### src/rtl/col_pkg.sv
`timescale 1ns / 1ps
// Shared types and constants for the compacting ordered list.
// No dependencies; imported by col_ctrl, col_dp and compacting_ordered_list.
package col_pkg;

	localparam int COL_CAPACITY   = 64;
	localparam int COL_WORD_WIDTH = 32;

	// fixed field widths of the stream payload
	localparam int OP_W      = 3;
	localparam int IDX_W     = 6;
	localparam int VAL_W     = 32;
	localparam int CNT_OUT_W = 7;
	localparam int ST_W      = 2;
	localparam int S_TDATA_W = 40;
	localparam int M_TDATA_W = 40;
	localparam int S_PAD_W   = S_TDATA_W - IDX_W - VAL_W;
	localparam int M_PAD_W   = M_TDATA_W - VAL_W - CNT_OUT_W;

	typedef enum logic [OP_W-1:0] {
		OP_APPEND       = 3'd0,
		OP_REMOVE_VALUE = 3'd1,
		OP_REMOVE_INDEX = 3'd2,
		OP_OVERWRITE    = 3'd3,
		OP_READ         = 3'd4,
		OP_SEARCH       = 3'd5,
		OP_CLEAR        = 3'd6
	} op_t;

	typedef enum logic [ST_W-1:0] {
		ST_OK   = 2'd0,
		ST_MISS = 2'd1,
		ST_FULL = 2'd2
	} st_t;

	// controller -> datapath
	typedef struct packed {
		logic capture;        // latch request fields, clear result
		logic append;         // write word at end, count + 1
		logic overwrite;      // write word at index
		logic read_idx;       // issue memory read at index
		logic take_rdata;     // result data <= read data
		logic take_word;      // result data <= request word
		logic scan_start;     // pointer to zero for a scan
		logic scan_step;      // one search read
		logic shift_start;    // pointer to position + 1 for a compaction
		logic shift_from_hit; // position is the matched entry, not the index
		logic shift_step;     // one compaction read / write
		logic dec_count;      // count - 1 after compaction
		logic clear;          // count to zero
		logic set_st;         // load result status
		st_t  st;
		logic load_out;       // move result into output register
	} col_cmd_t;

	// datapath -> controller
	typedef struct packed {
		op_t  op;
		logic idx_ok;
		logic full;
		logic hit;
		logic scan_end;
		logic shift_end;
	} col_stat_t;

endpackage

### src/rtl/col_ctrl.sv
`timescale 1ns / 1ps
// Sequencer for the compacting ordered list: handshakes and per-operation steps.
// Depends on col_pkg; drives col_dp through col_cmd_t.
module col_ctrl import col_pkg::*; (
	input  logic      clk,
	input  logic      arst_n,
	input  logic      s_tvalid,
	output logic      s_tready,
	output logic      m_tvalid,
	input  logic      m_tready,
	input  col_stat_t stat,
	output col_cmd_t  cmd
);

	typedef enum logic [2:0] {
		IDLE,
		EXEC,
		READ_WAIT,
		SCAN,
		SHIFT,
		FIN
	} state_t;

	state_t state_q;
	state_t state_d;
	logic   out_valid_q;

	assign s_tready = (state_q == IDLE);
	assign m_tvalid = out_valid_q;

	always_comb begin
		cmd     = '0;
		state_d = state_q;
		case (state_q)
			IDLE: begin
				if (s_tvalid) begin
					cmd.capture = 1'b1;
					state_d     = EXEC;
				end
			end
			EXEC: begin
				state_d = FIN;
				case (stat.op)
					OP_APPEND: begin
						if (stat.full) begin
							cmd.set_st = 1'b1;
							cmd.st     = ST_FULL;
						end else begin
							cmd.append = 1'b1;
						end
					end
					OP_REMOVE_VALUE, OP_SEARCH: begin
						cmd.scan_start = 1'b1;
						state_d        = SCAN;
					end
					OP_REMOVE_INDEX: begin
						if (stat.idx_ok) begin
							cmd.shift_start = 1'b1;
							state_d         = SHIFT;
						end else begin
							cmd.set_st = 1'b1;
							cmd.st     = ST_MISS;
						end
					end
					OP_OVERWRITE: begin
						if (stat.idx_ok) begin
							cmd.overwrite = 1'b1;
						end else begin
							cmd.set_st = 1'b1;
							cmd.st     = ST_MISS;
						end
					end
					OP_READ: begin
						if (stat.idx_ok) begin
							cmd.read_idx = 1'b1;
							state_d      = READ_WAIT;
						end else begin
							cmd.set_st = 1'b1;
							cmd.st     = ST_MISS;
						end
					end
					OP_CLEAR: begin
						cmd.clear = 1'b1;
					end
					default: begin
						// unused code: no change, ok
					end
				endcase
			end
			READ_WAIT: begin
				cmd.take_rdata = 1'b1;
				state_d        = FIN;
			end
			SCAN: begin
				if (stat.hit) begin
					if (stat.op == OP_SEARCH) begin
						cmd.take_word = 1'b1;
						state_d       = FIN;
					end else begin
						cmd.shift_start    = 1'b1;
						cmd.shift_from_hit = 1'b1;
						state_d            = SHIFT;
					end
				end else if (stat.scan_end) begin
					cmd.set_st = 1'b1;
					cmd.st     = ST_MISS;
					state_d    = FIN;
				end else begin
					cmd.scan_step = 1'b1;
				end
			end
			SHIFT: begin
				if (stat.shift_end) begin
					cmd.dec_count = 1'b1;
					state_d       = FIN;
				end else begin
					cmd.shift_step = 1'b1;
				end
			end
			FIN: begin
				if (!out_valid_q || m_tready) begin
					cmd.load_out = 1'b1;
					state_d      = IDLE;
				end
			end
			default: begin
				state_d = IDLE;
			end
		endcase
	end

	always_ff @(posedge clk or negedge arst_n) begin
		if (!arst_n) begin
			state_q     <= IDLE;
			out_valid_q <= 1'b0;
		end else begin
			state_q <= state_d;
			if (cmd.load_out) begin
				out_valid_q <= 1'b1;
			end else if (m_tready) begin
				out_valid_q <= 1'b0;
			end
		end
	end

	// one request in flight at a time
	a_one_at_a_time: assert property (@(posedge clk) disable iff (!arst_n)
		(s_tvalid && s_tready) |=> !s_tready)
		else $error("col_ctrl: request accepted while another is in work");

	// a finished result always shows on the output
	a_result_shown: assert property (@(posedge clk) disable iff (!arst_n)
		cmd.load_out |=> m_tvalid)
		else $error("col_ctrl: result loaded but not presented");

endmodule

### src/rtl/col_dp.sv
`timescale 1ns / 1ps
// Datapath: entry memory, count, scan/compaction pointer, result registers.
// Depends on col_pkg; commanded by col_ctrl.
module col_dp import col_pkg::*; #(
	parameter int CAPACITY   = COL_CAPACITY,
	parameter int WORD_WIDTH = COL_WORD_WIDTH
) (
	input  logic                 clk,
	input  logic                 arst_n,
	input  col_cmd_t             cmd,
	output col_stat_t            stat,
	input  op_t                  in_op,
	input  logic [IDX_W-1:0]     in_idx,
	input  logic [VAL_W-1:0]     in_value,
	output logic [VAL_W-1:0]     out_data,
	output logic [CNT_OUT_W-1:0] out_count,
	output st_t                  out_st
);

	localparam int AW = (CAPACITY > 1) ? $clog2(CAPACITY) : 1;
	localparam int CW = $clog2(CAPACITY + 1);
	localparam int XW = (CW > IDX_W) ? CW : IDX_W;

	logic [WORD_WIDTH-1:0] mem [CAPACITY];

	op_t                   op_q;
	logic [IDX_W-1:0]      idx_q;
	logic [WORD_WIDTH-1:0] word_q;
	logic [CW-1:0]         count_q;
	logic [CW-1:0]         ptr_q;
	logic                  rd_vld_s1;
	logic [CW-1:0]         rd_addr_s1;
	logic [WORD_WIDTH-1:0] rdata_s1;
	logic [VAL_W-1:0]      data_q;
	st_t                   st_q;

	logic                  step;
	logic                  ptr_live;
	logic                  rd_en;
	logic [AW-1:0]         rd_addr;
	logic                  wr_en;
	logic [AW-1:0]         wr_addr;
	logic [WORD_WIDTH-1:0] wr_data;
	logic [CW-1:0]         shift_pos;

	assign step     = cmd.scan_step || cmd.shift_step;
	assign ptr_live = (ptr_q < count_q);

	assign stat.op        = op_q;
	assign stat.idx_ok    = (XW'(idx_q) < XW'(count_q));
	assign stat.full      = (count_q == CW'(CAPACITY));
	assign stat.hit       = rd_vld_s1 && (rdata_s1 == word_q);
	assign stat.scan_end  = !rd_vld_s1 && !ptr_live;
	assign stat.shift_end = !rd_vld_s1 && !ptr_live;

	// single read port, registered data
	assign rd_en   = cmd.read_idx || (step && ptr_live);
	assign rd_addr = cmd.read_idx ? AW'(idx_q) : AW'(ptr_q);

	always_ff @(posedge clk) begin
		if (rd_en) begin
			rdata_s1 <= mem[rd_addr];
		end
	end

	// single write port; compaction writes each entry one slot down
	assign wr_en = cmd.append || cmd.overwrite || (cmd.shift_step && rd_vld_s1);

	always_comb begin
		wr_addr = AW'(rd_addr_s1 - CW'(1));
		wr_data = rdata_s1;
		if (cmd.append) begin
			wr_addr = AW'(count_q);
			wr_data = word_q;
		end else if (cmd.overwrite) begin
			wr_addr = AW'(idx_q);
			wr_data = word_q;
		end
	end

	always_ff @(posedge clk) begin
		if (wr_en) begin
			mem[wr_addr] <= wr_data;
		end
	end

	assign shift_pos = cmd.shift_from_hit ? rd_addr_s1 : CW'(idx_q);

	always_ff @(posedge clk or negedge arst_n) begin
		if (!arst_n) begin
			count_q    <= '0;
			ptr_q      <= '0;
			rd_vld_s1  <= 1'b0;
			rd_addr_s1 <= '0;
		end else begin
			if (cmd.clear) begin
				count_q <= '0;
			end else if (cmd.append) begin
				count_q <= count_q + CW'(1);
			end else if (cmd.dec_count) begin
				count_q <= count_q - CW'(1);
			end

			if (cmd.scan_start) begin
				ptr_q     <= '0;
				rd_vld_s1 <= 1'b0;
			end else if (cmd.shift_start) begin
				ptr_q     <= shift_pos + CW'(1);
				rd_vld_s1 <= 1'b0;
			end else if (step) begin
				rd_vld_s1 <= ptr_live;
				if (ptr_live) begin
					rd_addr_s1 <= ptr_q;
					ptr_q      <= ptr_q + CW'(1);
				end
			end
		end
	end

	// request and result payload
	always_ff @(posedge clk) begin
		if (cmd.capture) begin
			op_q   <= in_op;
			idx_q  <= in_idx;
			word_q <= WORD_WIDTH'(in_value);
			data_q <= '0;
			st_q   <= ST_OK;
		end
		if (cmd.set_st) begin
			st_q <= cmd.st;
		end
		if (cmd.take_rdata) begin
			data_q <= VAL_W'(rdata_s1);
		end else if (cmd.take_word) begin
			data_q <= VAL_W'(word_q);
		end
		if (cmd.load_out) begin
			out_data  <= data_q;
			out_count <= CNT_OUT_W'(count_q);
			out_st    <= st_q;
		end
	end

	a_append_counts: assert property (@(posedge clk) disable iff (!arst_n)
		cmd.append |=> (count_q == $past(count_q) + CW'(1)))
		else $error("col_dp: append did not advance the count");

	a_ptr_bound: assert property (@(posedge clk) disable iff (!arst_n)
		step |-> (ptr_q <= count_q))
		else $error("col_dp: pointer ran past the held entries");

	a_dec_nonempty: assert property (@(posedge clk) disable iff (!arst_n)
		cmd.dec_count |-> (count_q != '0))
		else $error("col_dp: removal from an empty list");

endmodule

### src/rtl/compacting_ordered_list.sv
`timescale 1ns / 1ps
// Top level of the compacting ordered list: controller plus datapath.
// Depends on col_pkg, col_ctrl and col_dp.
//
// Use: each transfer on the s_ channel is one request (append, remove by
// value, remove at index, overwrite, read, search, clear) selected by
// s_tuser. Each request gives exactly one transfer on the m_ channel with
// the data word, the entry count after the request and a status code.
// Requests are handled one at a time, in order.
//
// Steps from request transfer to result valid:
//   append, overwrite, clear, unused code, any refused request: executed
//   at once; read: one memory read at the index.
//   search: a scan from entry 0 up to the match or the end of the list.
//   remove by value: the same scan, then a compaction of the entries
//   behind the match; a miss ends after the scan, as a search miss does.
//   remove at index: a compaction of the entries behind the index; none
//   move when the last entry goes.
// The block takes the next request in the cycle after the result is
// loaded. The scan and the compaction move one entry per cycle through
// the single read and single write port of the entry memory.
// Reset empties the list at once; no clearing pass. If the receiver
// stalls, the result waits in the output register while the next request
// is accepted and worked; that request holds at its end until the output
// register is free.
module compacting_ordered_list import col_pkg::*; #(
	parameter int CAPACITY   = COL_CAPACITY,
	parameter int WORD_WIDTH = COL_WORD_WIDTH
) (
	input  logic                 clk,
	input  logic                 arst_n,
	input  logic                 s_tvalid,
	output logic                 s_tready,
	input  logic [S_TDATA_W-1:0] s_tdata,  // index[5:0], value[37:6], zero pad
	input  logic [OP_W-1:0]      s_tuser,  // operation[2:0]
	output logic                 m_tvalid,
	input  logic                 m_tready,
	output logic [M_TDATA_W-1:0] m_tdata,  // data[31:0], entry_count[38:32], zero pad
	output logic [ST_W-1:0]      m_tuser   // status[1:0]
);

	col_cmd_t              cmd;
	col_stat_t             stat;
	logic [VAL_W-1:0]      out_data;
	logic [CNT_OUT_W-1:0]  out_count;
	st_t                   out_st;

	col_ctrl u_ctrl (
		.clk      (clk),
		.arst_n   (arst_n),
		.s_tvalid (s_tvalid),
		.s_tready (s_tready),
		.m_tvalid (m_tvalid),
		.m_tready (m_tready),
		.stat     (stat),
		.cmd      (cmd)
	);

	col_dp #(
		.CAPACITY   (CAPACITY),
		.WORD_WIDTH (WORD_WIDTH)
	) u_dp (
		.clk       (clk),
		.arst_n    (arst_n),
		.cmd       (cmd),
		.stat      (stat),
		.in_op     (op_t'(s_tuser)),
		.in_idx    (s_tdata[IDX_W-1:0]),
		.in_value  (s_tdata[IDX_W+VAL_W-1:IDX_W]),
		.out_data  (out_data),
		.out_count (out_count),
		.out_st    (out_st)
	);

	assign m_tdata = {{M_PAD_W{1'b0}}, out_count, out_data};
	assign m_tuser = out_st;

endmodule

### config.mk
export PLATFORM = sky130hd
export DESIGN_NAME = compacting_ordered_list
export DESIGN_NICKNAME = d
export VERILOG_FILES = /design/src/rtl/col_pkg.sv /design/src/rtl/col_ctrl.sv /design/src/rtl/col_dp.sv /design/src/rtl/compacting_ordered_list.sv
export SDC_FILE = /design/constraint.sdc
export NUM_CORES = 2
export LEC_CHECK = 0
export BUFFER_PORTS_ARGS = -buffer_cell sky130_fd_sc_hd__buf_2
export CELL_PAD_IN_SITES_DETAIL_PLACEMENT = 0
export CELL_PAD_IN_SITES_GLOBAL_PLACEMENT = 2
export CORE_ASPECT_RATIO = 1.25
export CORE_MARGIN = 3
export CORE_UTILIZATION = 40
export CTS_CLUSTER_SIZE = 24
export DETAILED_ROUTE_END_ITERATION = 10
export PLACE_DENSITY = 0.76
export SLEW_MARGIN = 20
export SYNTH_ARGS = -nofsm -noshare
export SYNTH_HDL_FRONTEND = slang
export SYNTH_SLANG_ARGS = --single-unit
### constraint.sdc
create_clock -name clk -period 4.6 [get_ports clk]
set_input_delay 1.38 -clock clk [delete_from_list [all_inputs] [get_ports clk]]
set_output_delay 1.38 -clock clk [all_outputs]
set_load 0.01 [all_outputs]
==> flow_summary.ini <==
[die]
pin_count = 91
die-height_um = 531
dieArea_um2 = 226000
initial_core_util = 0.404
die_x_um = 426
core_um2 = 218000
std_cell_rows = 191

[layout]
area_growth_syn_to_layout_pct = 17.4
final_util = 0.475
final_common_cell = edfxtp_1
drive_above_1_share = 0.183
final_nets = 6101
layout_common_cells = edfxtp_1 (2196), nand2_1 (941), buf_4 (337)

[clock_tree]
cts_tree = built
cts_root_buf = clkbuf_16
clk_path_buf_depth = 4
cts-buffers-inserted = 211
cts_hold_buf = 0
cts.clk_slew.worst_paths_ns = 0.07
clkSinkCount = 2222
h-tree-depth = 4
clk_latency_ns = 0.86

[logic_synthesis]
synth-edff-count = 2196
synthCells = 5604
yosysWarnings = 0
netlist_area_um2 = 88000
ys_ff_latch = 2222
synth-main-ff-cell = edfxtp_1
syn_nets = 5670
synth_async_sr_flop_share = 0.0117
seq_area_frac_synth = 0.756
synth.avg_cell_area_um2 = 15.7
ys_types = 76

[drt]
ant_nets = 0
first_pass_iters = 5
drc = 0
post_drt_wl_per_cell_um = 30.7
via_per_inst = 5.94
vias = 54000
drt_wl_total_mm = 279
initialDrtViolationCount = 6069
wl_met3_mm = 20.0
dr_wl_met2_mm = 139
wl_met1_mm = 110
highest_layer = met5

[global_routing]
grt_pass1_wl_mm = 392
grt_max_degree = 65
overflow = 0
antenna_found_initial = 20
grt_pass1_vias = 52000
grt_usage = 0.242

[worst_setup_path]
crit_family = compound AO/OA/AOI/OAI gates
path_buf_inv = 6
critPathCaptureType = register
crit_chain = inv_1 > ha_1 > a211oi_2 > nor3_4 > a21o_1 > buf_4 > o21ai_4 > nand2_4 > buf_4 > a211oi_1 > a311oi_1 > a311oi_1 > buf_4 > o32ai_1 > buf_4 > a211o_1 > buf_12
required_ns = 5.20
cpMostUsedCell = buf_4
cp_max_fo = 6
critPathSlowestCell = a311oi_1
critical_path_class = register to register
critPathMaxStageDelay_ns = 0.52
start_kind = register
r2r_setup_slack_ns = 0.07
arrival_ns = 5.13

[sta]
fin_tns_setup_ns = 0
clock-skew-final_ns = 0.0345
max_freq_mhz = 221
period_minus_slack_ns = 4.53
finalCritPeriodShare = 0.984
final-max-slew-violation-count = 0
hold_violations = 0
relSlewSlack = 0.202
fin_ws_ns = 0.0746
setup_viol = 0
worst_pin_slew_ns = 1.19

[run]
cap_violations = 0

[placement]
dp_slack_ns = -0.390
finalWeightedCongestion = 0.876
port_buffers = 87
dp_hpwl_mm = 170

[power]
p_per_area_nw_per_um2 = 665
p_leak_nw = 34.4
ir_drop_v = 0.000524

[worst_hold_path]
hp-class = register to register

[outcome]
run_status = finished, final reports clean
## where the power goes
part,total (mW),switching [mW],internal (mW)
Sequential,27.5,0.719,26.8
Combinational,24.3,16.6,7.69
Clock,16.9,7.37,9.49
Total,68.7,24.7,44.0
## worst paths after layout
| kind | startpoint | end | depth (start not counted) |
|---|---|---|---|
| max reg2reg | u_dp.count_q[4]$_DFFE_PN0P_ | u_dp.rdata_s1[2]$_DFFE_PP_ | 17 |
| max | u_dp.count_q[4]$_DFFE_PN0P_ | u_dp.rdata_s1[2]$_DFFE_PP_ | 17 |
| min in group asynchronous | arst_n | u_dp.count_q[0]$_DFFE_PN0P_ | 1 |
| min | u_dp.data_q[26]$_DFFE_PP_ | u_dp.out_data[26]$_DFFE_PP_ | 0 |
| max in group asynchronous | arst_n | u_dp.rd_addr_s1[5]$_DFFE_PN0P_ | 1 |
| min reg2reg | u_dp.data_q[26]$_DFFE_PP_ | u_dp.out_data[26]$_DFFE_PP_ | 0 |
## stage by stage
| step | power, mW | cells | instance area [um2] | hold slack (ns) |
|---|---|---|---|---|
| 6_report | 68.7 | 9098 | 103000 | 0.418 |
| 5_1_grt | 71.1 | 9094 | 103000 | 0.423 |
| 4_1_cts | 68.6 | 9090 | 103000 | 0.419 |
| 3_5_place_dp | 51.8 | 8706 | 96500 | 0.405 |
| 3_3_place_gp | 51.5 | 8706 | 96500 | 0.402 |
| 2_1_floorplan | 40.0 | 5604 | 88100 | 0.400 |
## sequential cells by signal, indices dropped and copies added (netlist names)
name             count
u_ctrl.m_tvalid      1
u_ctrl.state_q       3
u_dp.count_q         7
u_dp.data_q         32
u_dp.idx_q           6
u_dp.mem          2048
u_dp.op_q            3
u_dp.out_count       7
u_dp.out_data       32
u_dp.out_st          2
u_dp.ptr_q           7
u_dp.rd_addr_s1      7
u_dp.rd_vld_s1       1
u_dp.rdata_s1       32
u_dp.st_q            2
u_dp.word_q         32
## cell families (layout without fill, tap and decap cells)
kind of cell,after synthesis,after routing,share of synthesized area
buf+inv,375,968,0.0188
flops,2222,2222,0.756
fa+ha+maj,19,19,0.00279
simple gates,1554,1554,0.0773
xor+xnor,47,47,0.00468
mux,491,491,0.0681
compound gates,895,896,0.0720
other cells,1,6,0.0000426
## layout make-up
cell class,count,area (um2)
Clock inverter,120,975
Fill cell,18400,114000
Tap cell,2895,3620
Multi-Input combinational cell,3008,20600
Sequential cell,2222,66600
Antenna cell,5,12.5
Clock buffer,256,5590
Inverter,22,82.6
Timing Repair Buffer,570,5880
## synth_stat cells (76+ instances only)
| cell type | instances | area share |
|---|---|---|
| and3_1 | 78 | 0.0055 |
| nand2_1 | 944 | 0.040 |
| a211oi_1 | 90 | 0.0077 |
| buf_2 | 127 | 0.0072 |
| mux4_2 | 78 | 0.020 |
| edfxtp_1 | 2196 | 0.75 |
| mux2_2 | 76 | 0.0097 |
| a21oi_1 | 211 | 0.012 |
| nor2_1 | 123 | 0.0052 |
| mux2i_1 | 332 | 0.038 |
| o22ai_1 | 97 | 0.0069 |
| nand3_1 | 208 | 0.012 |
| clkbuf_1 | 154 | 0.0066 |
| a311oi_1 | 110 | 0.011 |
## repair_timing
action                     in CTS  in global routing
cloned                          0                  1
gates resized for setup         5                 23
pin swaps                       2                  2
buffers inserted                8                  2
setup endpoints to repair      26                 70
## per-layer routing
layer,vias up,track usage
met4,2,0.0823
met2,2455,0.417
met1,28300,0.319
met3,511,0.0283
li1,22800,-
met5,-,0
## worst reg2reg max path: stages, from the launching register on
cell,delay [ns]
dfrtp_1,0.43
inv_1,0.13
ha_1,0.35
a211oi_2,0.30
nor3_4,0.09
a21o_1,0.25
buf_4,0.21
o21ai_4,0.34
nand2_4,0.16
buf_4,0.23
a211oi_1,0.25
a311oi_1,0.09
a311oi_1,0.52
buf_4,0.22
o32ai_1,0.09
buf_4,0.19
a211o_1,0.29
buf_12,0.16
(Power assumes the default switching activity.)
